### config.mk
export PLATFORM = sky130hd
export DESIGN_NAME = header_trailer_frame_receiver_top_flat
export DESIGN_NICKNAME = d
export VERILOG_FILES = /design/src/design/htfr_pkg.sv /design/src/design/htfr_rx_if.sv /design/src/design/htfr_res_if.sv /design/src/design/htfr_stray_mem.sv /design/src/design/htfr_deframer.sv /design/src/design/header_trailer_frame_receiver_top.sv /design/src/flat_wrapper.sv
export SDC_FILE = /design/constraint.sdc
export NUM_CORES = 1
export LEC_CHECK = 0
export ABC_AREA = 1
export BUFFER_PORTS_ARGS = -buffer_cell sky130_fd_sc_hd__buf_2
export CORE_MARGIN = 2
export CORE_UTILIZATION = 25
export DETAILED_ROUTE_END_ITERATION = 12
export HOLD_SLACK_MARGIN = 0.08
export PLACE_DENSITY = 0.48
export SLEW_MARGIN = 20
export SYNTH_ARGS = -nofsm -noshare
export SYNTH_HDL_FRONTEND = slang
export SYNTH_SLANG_ARGS = --single-unit
### constraint.sdc
create_clock -name clk -period 3.71 [get_ports clk]
set_clock_uncertainty 0.1 [all_clocks]
set_input_delay 0.371 -clock clk [delete_from_list [all_inputs] [get_ports clk]]
set_output_delay 0.371 -clock clk [all_outputs]
set_load 0.005 [all_outputs]
### src/design/htfr_pkg.sv
// Shared types and constants for the header/trailer frame receiver.
`timescale 1ns / 1ps

package htfr_pkg;

  localparam int NUM_VALUES = 7;

  // Configuration register indexes
  localparam logic CFG_HEADER  = 1'b0;
  localparam logic CFG_TRAILER = 1'b1;

  localparam logic [7:0] HEADER_RESET  = 8'h0D;
  localparam logic [7:0] TRAILER_RESET = 8'h0A;

  typedef enum logic [2:0] {
    ST_STRAY   = 3'd0,
    ST_HEADER  = 3'd1,
    ST_PAYLOAD = 3'd2,
    ST_DONE    = 3'd3,
    ST_BAD     = 3'd4
  } status_t;

  typedef struct packed {
    status_t                        status;
    logic [NUM_VALUES-1:0][7:0]     values;
    logic [7:0]                     stray_count;
  } result_t;

endpackage

### src/design/htfr_rx_if.sv
// Request channel carrying one received byte.
`timescale 1ns / 1ps

interface htfr_rx_if;
  logic       valid;
  logic       ready;
  logic [7:0] rx_byte;

  modport source (output valid, output rx_byte, input ready);
  modport sink (input valid, input rx_byte, output ready);
endinterface

### src/design/htfr_res_if.sv
// Result channel: status, payload registers and stray count.
`timescale 1ns / 1ps

interface htfr_res_if;
  logic       valid;
  logic       ready;
  logic [2:0] status;
  logic [7:0] value_one;
  logic [7:0] value_two;
  logic [7:0] value_three;
  logic [7:0] value_four;
  logic [7:0] value_five;
  logic [7:0] value_six;
  logic [7:0] value_seven;
  logic [7:0] stray_count;

  modport source (
    output valid, output status, output value_one, output value_two,
    output value_three, output value_four, output value_five, output value_six,
    output value_seven, output stray_count, input ready
  );
  modport sink (
    input valid, input status, input value_one, input value_two,
    input value_three, input value_four, input value_five, input value_six,
    input value_seven, input stray_count, output ready
  );
endinterface

### src/design/htfr_stray_mem.sv
// Stray byte buffer, written at the running stray count.
`timescale 1ns / 1ps

module htfr_stray_mem #(
  parameter int DEPTH = 256,
  localparam int AW = (DEPTH > 1) ? $clog2(DEPTH) : 1
) (
  input  logic          clk,
  input  logic          we,
  input  logic [AW-1:0] addr,
  input  logic [7:0]    data
);

  logic [7:0] mem [DEPTH];

  always_ff @(posedge clk) begin
    if (we) begin
      mem[addr] <= data;
    end
  end

endmodule

### src/design/htfr_deframer.sv
// Frame state and next-state logic for one received byte.
`timescale 1ns / 1ps

module htfr_deframer
  import htfr_pkg::*;
#(
  parameter int PAYLOAD_LEN = 7,
  parameter int STRAY_DEPTH = 256,
  localparam int FILL_W = (STRAY_DEPTH > 1) ? $clog2(STRAY_DEPTH) : 1
) (
  input  logic              clk,
  input  logic              rst,
  input  logic              step,
  input  logic [7:0]        rx_byte,
  input  logic [7:0]        header_byte,
  input  logic [7:0]        trailer_byte,
  output result_t           result,
  output logic              stray_we,
  output logic [FILL_W-1:0] stray_addr,
  output logic [7:0]        stray_data
);

  logic                       in_frame;
  logic                       in_frame_next;
  logic [2:0]                 payload_index;
  logic [2:0]                 payload_index_next;
  logic [NUM_VALUES-1:0][7:0] values;
  logic [NUM_VALUES-1:0][7:0] values_next;
  logic [FILL_W-1:0]          fill;
  logic [FILL_W-1:0]          fill_next;
  logic [FILL_W+7:0]          fill_ext;
  logic                       stray_hit;
  status_t                    status;

  always_comb begin
    in_frame_next      = in_frame;
    payload_index_next = payload_index;
    values_next        = values;
    fill_next          = fill;
    stray_hit          = 1'b0;
    status             = ST_STRAY;
    if (in_frame) begin
      // position decides inside a frame; header value is not special here
      if (payload_index < 3'(PAYLOAD_LEN)) begin
        for (int k = 0; k < NUM_VALUES; k++) begin
          if (payload_index == 3'(k)) begin
            values_next[k] = rx_byte;
          end
        end
        payload_index_next = 3'(payload_index + 3'd1);
        status             = ST_PAYLOAD;
      end else if (rx_byte == trailer_byte) begin
        in_frame_next      = 1'b0;
        payload_index_next = '0;
        status             = ST_DONE;
      end else begin
        in_frame_next      = 1'b0;
        payload_index_next = '0;
        fill_next          = '0;
        status             = ST_BAD;
      end
    end else if (rx_byte == header_byte) begin
      in_frame_next = 1'b1;
      status        = ST_HEADER;
    end else begin
      stray_hit = 1'b1;
      if (fill == FILL_W'(STRAY_DEPTH - 1)) begin
        fill_next = '0;
      end else begin
        fill_next = FILL_W'(fill + 1'b1);
      end
      status = ST_STRAY;
    end
  end

  // low byte of the count, zero-extended when the buffer is small
  assign fill_ext = {8'b0, fill_next};

  always_comb begin
    result.status      = status;
    result.values      = values_next;
    result.stray_count = fill_ext[7:0];
  end

  assign stray_we   = step && stray_hit;
  assign stray_addr = fill;
  assign stray_data = rx_byte;

  always_ff @(posedge clk) begin
    if (rst) begin
      in_frame      <= 1'b0;
      payload_index <= '0;
      values        <= '0;
      fill          <= '0;
    end else if (step) begin
      in_frame      <= in_frame_next;
      payload_index <= payload_index_next;
      values        <= values_next;
      fill          <= fill_next;
    end
  end

endmodule

### src/design/header_trailer_frame_receiver_top.sv
// Top level of the header/trailer frame receiver.
`timescale 1ns / 1ps

// Deframes a serial byte stream into fixed-length frames.
// rx:  one received byte per request (valid/ready).
// res: one result per byte: status, the seven payload registers as they
//      stand after that byte, and the low byte of the stray count.
// Config: cfg_write with cfg_index 0 sets the header byte, 1 the trailer.
//      Write only while no byte is in flight.
// Flow: an accepted byte is held in the input register; its result is
//      loaded into the result register and is offered from then on.
//      Throughput is one byte per cycle while res is not held off; the
//      frame update between the input and result registers is combinational.
// Stall: while res is held off the result stays put; one more byte waits
//      in the input register, then rx.ready drops.
// Reset: header 0x0D, trailer 0x0A, outside a frame, payload registers and
//      stray count zero, both channels empty. Stray buffer contents are
//      undefined until written.
module header_trailer_frame_receiver_top
  import htfr_pkg::*;
#(
  parameter int PAYLOAD_LEN = 7,
  parameter int STRAY_DEPTH = 256
) (
  input  logic       clk,
  input  logic       rst,
  input  logic       cfg_write,
  input  logic       cfg_index,
  input  logic [7:0] cfg_data,
  htfr_rx_if.sink    rx,
  htfr_res_if.source res
);

  localparam int FILL_W = (STRAY_DEPTH > 1) ? $clog2(STRAY_DEPTH) : 1;

  logic              in_valid;
  logic [7:0]        in_byte;
  logic              out_valid;
  result_t           out_res;
  result_t           result;
  logic              advance;
  logic              step;
  logic [7:0]        header_byte;
  logic [7:0]        trailer_byte;
  logic              stray_we;
  logic [FILL_W-1:0] stray_addr;
  logic [7:0]        stray_data;

  assign advance  = !out_valid || res.ready;
  assign step     = in_valid && advance;
  assign rx.ready = !in_valid || advance;

  always_ff @(posedge clk) begin
    if (rst) begin
      header_byte  <= HEADER_RESET;
      trailer_byte <= TRAILER_RESET;
    end else if (cfg_write) begin
      case (cfg_index)
        CFG_HEADER:  header_byte  <= cfg_data;
        CFG_TRAILER: trailer_byte <= cfg_data;
        default: ;
      endcase
    end
  end

  always_ff @(posedge clk) begin
    if (rst) begin
      in_valid  <= 1'b0;
      out_valid <= 1'b0;
    end else begin
      if (rx.ready) begin
        in_valid <= rx.valid;
      end
      if (advance) begin
        out_valid <= in_valid;
      end
    end
  end

  always_ff @(posedge clk) begin
    if (rx.valid && rx.ready) begin
      in_byte <= rx.rx_byte;
    end
    if (step) begin
      out_res <= result;
    end
  end

  htfr_deframer #(
    .PAYLOAD_LEN (PAYLOAD_LEN),
    .STRAY_DEPTH (STRAY_DEPTH)
  ) u_deframer (
    .clk          (clk),
    .rst          (rst),
    .step         (step),
    .rx_byte      (in_byte),
    .header_byte  (header_byte),
    .trailer_byte (trailer_byte),
    .result       (result),
    .stray_we     (stray_we),
    .stray_addr   (stray_addr),
    .stray_data   (stray_data)
  );

  htfr_stray_mem #(
    .DEPTH (STRAY_DEPTH)
  ) u_stray_mem (
    .clk  (clk),
    .we   (stray_we),
    .addr (stray_addr),
    .data (stray_data)
  );

  assign res.valid       = out_valid;
  assign res.status      = out_res.status;
  assign res.value_one   = out_res.values[0];
  assign res.value_two   = out_res.values[1];
  assign res.value_three = out_res.values[2];
  assign res.value_four  = out_res.values[3];
  assign res.value_five  = out_res.values[4];
  assign res.value_six   = out_res.values[5];
  assign res.value_seven = out_res.values[6];
  assign res.stray_count = out_res.stray_count;

endmodule

### src/flat_wrapper.sv
// flat-port wrapper written by rule: the top's interface ports become plain ports
module header_trailer_frame_receiver_top_flat import htfr_pkg::*;
#(
  parameter int PAYLOAD_LEN = 7,
  parameter int STRAY_DEPTH = 256
)
  (clk, rst, cfg_write, cfg_index, cfg_data, rx_valid, rx_rx_byte, rx_ready, res_valid, res_status, res_value_one, res_value_two, res_value_three, res_value_four, res_value_five, res_value_six, res_value_seven, res_stray_count, res_ready);
  htfr_rx_if rx_i ();
  htfr_res_if res_i ();
  input  logic clk;
  input  logic rst;
  input  logic cfg_write;
  input  logic cfg_index;
  input  logic [7:0] cfg_data;
  input wire logic [$bits(rx_i.valid)-1:0] rx_valid;
  input wire logic [$bits(rx_i.rx_byte)-1:0] rx_rx_byte;
  output wire logic [$bits(rx_i.ready)-1:0] rx_ready;
  output wire logic [$bits(res_i.valid)-1:0] res_valid;
  output wire logic [$bits(res_i.status)-1:0] res_status;
  output wire logic [$bits(res_i.value_one)-1:0] res_value_one;
  output wire logic [$bits(res_i.value_two)-1:0] res_value_two;
  output wire logic [$bits(res_i.value_three)-1:0] res_value_three;
  output wire logic [$bits(res_i.value_four)-1:0] res_value_four;
  output wire logic [$bits(res_i.value_five)-1:0] res_value_five;
  output wire logic [$bits(res_i.value_six)-1:0] res_value_six;
  output wire logic [$bits(res_i.value_seven)-1:0] res_value_seven;
  output wire logic [$bits(res_i.stray_count)-1:0] res_stray_count;
  input wire logic [$bits(res_i.ready)-1:0] res_ready;
  assign rx_i.valid = rx_valid;
  assign rx_i.rx_byte = rx_rx_byte;
  assign rx_ready = rx_i.ready;
  assign res_valid = res_i.valid;
  assign res_status = res_i.status;
  assign res_value_one = res_i.value_one;
  assign res_value_two = res_i.value_two;
  assign res_value_three = res_i.value_three;
  assign res_value_four = res_i.value_four;
  assign res_value_five = res_i.value_five;
  assign res_value_six = res_i.value_six;
  assign res_value_seven = res_i.value_seven;
  assign res_stray_count = res_i.stray_count;
  assign res_i.ready = res_ready;
  header_trailer_frame_receiver_top #(.PAYLOAD_LEN(PAYLOAD_LEN), .STRAY_DEPTH(STRAY_DEPTH)) u_core (.clk(clk), .rst(rst), .cfg_write(cfg_write), .cfg_index(cfg_index), .cfg_data(cfg_data), .rx(rx_i), .res(res_i));
endmodule
==> summary.md <==
| Metric | Value |
|---|---|
| Outcome | finished, final reports clean |
| Die X | 173 um |
| Finished Layout Cells | roughly 1300 |
| Die Y | ~170 um |
| Routability cong. | ~0.74 |
| Yosys synthesis warning count | 0 |
| Critical Path End Type | flip-flop |
| Clock-pin slew on the worst setup and hold paths | roughly 0.060 ns |
| Ports | 91 |
| Vias in the first global route | roughly 4900 |
| Initial DRC Count | a little under 400 |
| Min-Delay Path Class | input port to flip-flop |
| DP Area | ~7900 um2 |
| Total power | 0.00423 W |
| Pleak | around 3.8 nW |
| PortBufs | 90 |
| Largest Register | u_core.u_deframer.values |
| Setup Crit Path Kind | flip-flop to flip-flop |
| Final period util | 0.532 |
| Peak Freq | roughly 500 MHz |
| Maximum buffer depth of the clock tree | 2 |
| CP required | around 3.9 ns |
| Post-synth ARST share | 0 |
| Drt via density | ~4 |
| Antenna violations before repair | 0 |
| Total CTS buffers | 17 |
| Net Sw Power | between 0.001 and 0.0015 W |
| Critical Path AT | roughly 2.2 ns |
| Max_cap viols | 0 |
| CP max stage delay | roughly 0.64 ns |
| Worst-path cell chain | inv_4, nor2_4, nand3_4, nand2_2, o21ai_2, o21ai_1, inv_1 |
| Synthesized instance count | approximately 780 |
| Synthesized net count | a little over 800 |
| Worst skew pair latency | 0.42 ns |
| Syn avg cell area | 9.16 um2 |
| Maximum fanout along the worst path | 16 |
| Clock power share | 0.425 |
| Vias | 5247 |
| Int Power | 0.00314 W |
| Share of post-route cells with drive strength above 1 | 0.247 |
| Largest register FFs | 56 |
| Actual slew at the worst max-slew pin | 0.820 ns |
| HPWL Detailed | 11200 um |
| Resize count post-CTS | 0 |
| Root Driver | clkbuf_16 |
| Initial Util | 0.252 |
| Top FF cell, synth | dfxtp_1 |
| Sw Ratio | 0.257 |
| Clk sink count | approximately 160 |
| Setup tns final | 0 ns |
| #FFs+latches synth | approximately 160 |
| Diode count | 0 |
| Layout area overhead | 20.3% |
| GRT Total Usage | 0.118 |
| Core Box Area | around 28000 um2 |
| Seq pwr share | 0.482 |
| Die area | between 30000 and 40000 um2 |
| Crit start category | flip-flop |
| Setup violators final | 0 |
| CTS tree | yes |
| Final Hold Fails | 0 |
| Cell Count Post-Placement | about 1200 |
| Number of library cell types mapped by synthesis | 34 |
| Worst hold slack | around 0.12 ns |
| Comb pwr share | 0.093 |
| Max-slew violation count | 0 |
| Final ANT Viol Nets | 0 |
| Crit path max-delay cell type | dfxtp_1 |
| # H-tree levels | 4 |
| Post-synth EDFFs | 75 |
| Worst rel slew slack | 0.453 |
| First-pass GRT wire length | roughly 27000 um |
| WL per Instance | 13.7 um |
| Clock period minus worst slack | 1.97 ns |
| DRC | 0 |
| DRT Wirelength | roughly 18000 um |
| Pin count of the biggest net entering global routing | between 70 and 80 |
| Total power per unit cell area | 490 nW/um2 |
| GR Overflow Total | 0 |
| Final instance area | 8640 um2 |
| RSZ-0062 raised after global routing | no |
| IR drop worst, VDD | roughly 0.24 mV |
| Row Count | just over 60 |
| DRT Pass-1 Iters | 4 |
| Seq/Total Area, Yosys | 0.553 |
| Cell Area, Synth | just over 7000 um2 |
| Nets | between 900 and 1000 |
Yosys cell counts (5+ instances only):
master	number	share of area
buf_2	12	0.0084
edfxtp_1	75	0.31
xnor2_1	11	0.013
nand3_1	31	0.022
clkbuf_1	10	0.0052
dfxtp_1	86	0.24
o21ai_1	59	0.041
o21ai_2	45	0.055
nand2_2	33	0.029
nor2_1	145	0.076
nand3_4	7	0.017
a21oi_1	14	0.0098
o21ai_0	22	0.015
ha_1	6	0.010
inv_1	93	0.049
nand2_1	100	0.052
nand4_1	5	0.0044
kinds of logic after synthesis:
family                     count (synthesis)  synth area share
AOI/OAI and AO/OA                        143             0.124
adders and majority gates                  6            0.0105
DFF                                      161             0.553
and+or+nand+nor                          326             0.205
buffers and inverters                    134            0.0894
xor gates and xnor gates                  14            0.0171
stage by stage:
stage / utilization / setup WS, ns
after global routing: 0.303 / 1.57
final: 0.303 / 1.74
after global placement: 0.277 / 1.70
after floorplan: - / 0.285
after detailed placement: 0.277 / 1.67
after CTS: 0.303 / 1.71
power groups by stage:
stage	clock (W)	combinational, W	sequential (W)
2_1_floorplan	0	0.000257	0.00207
3_3_place_gp	0	0.000386	0.00208
3_5_place_dp	0	0.000389	0.00208
4_1_cts	0.00187	0.000402	0.00204
5_1_grt	0.00193	0.000452	0.00205
6_report	0.00180	0.000394	0.00204
critical path: cells and delay by family (launching register included):
family	cells	cell delay (ns)
AND/OR/NAND/NOR	3	0.66
AO/OA/AOI/OAI	2	0.22
buffers and inverters	2	0.24
flip-flops	1	0.64
path summary, 6_finish.rpt:
check | startpoint | endpoint | slack, ns | depth (start not counted)
worst max-delay path | u_core.u_deframer.in_frame | u_core.u_deframer.values[14] | 1.74 | 7
worst max register to register | u_core.u_deframer.in_frame | u_core.u_deframer.values[14] | 1.74 | 7
worst min-delay path | cfg_data[6] | u_core.header_byte[6] | 0.12 | 3
worst min register to register | u_core.trailer_byte[6] | u_core.trailer_byte[6] | 0.38 | 2
what timing repair did:
action / CTS / global route
buffers inserted: 0 / 0
endpoints found under the hold margin: 15 / 0
hold buffers: 14 / 0
layout make-up:
class                   count  area (um2)
repair buffers            108         633
fillers                  3029       19800
well taps                 384         480
clock buffers              17         425
clock inverters            15         175
flip-flops and latches    161        3970
inverters                 100         383
multi-input cells         489        2570
routing by layer:
layer	GRT usage	vias up	wire length, um
met4	0.0328	0	126
met2	0.188	92	8130
met3	0.0274	7	606
met5	0	-	0
met1	0.160	2420	8660
li1	-	2728	-
cells in the final DEF (no fill, tap or decap), drive strengths merged, types with 2 or more instances in the layout:
master / n
clkinv: 6
nand4: 5
nand3: 39
nand2: 133
o21ai: 126
dlygate4sd3: 14
inv: 105
xor2: 3
a21oi: 14
xnor2: 11
bufinv: 2
clkbuf: 17
edfxtp: 75
nor2: 147
buf: 94
ha: 6
clkinvlp: 2
dfxtp: 86
Note: power is estimated with default switching activity, not from simulation.
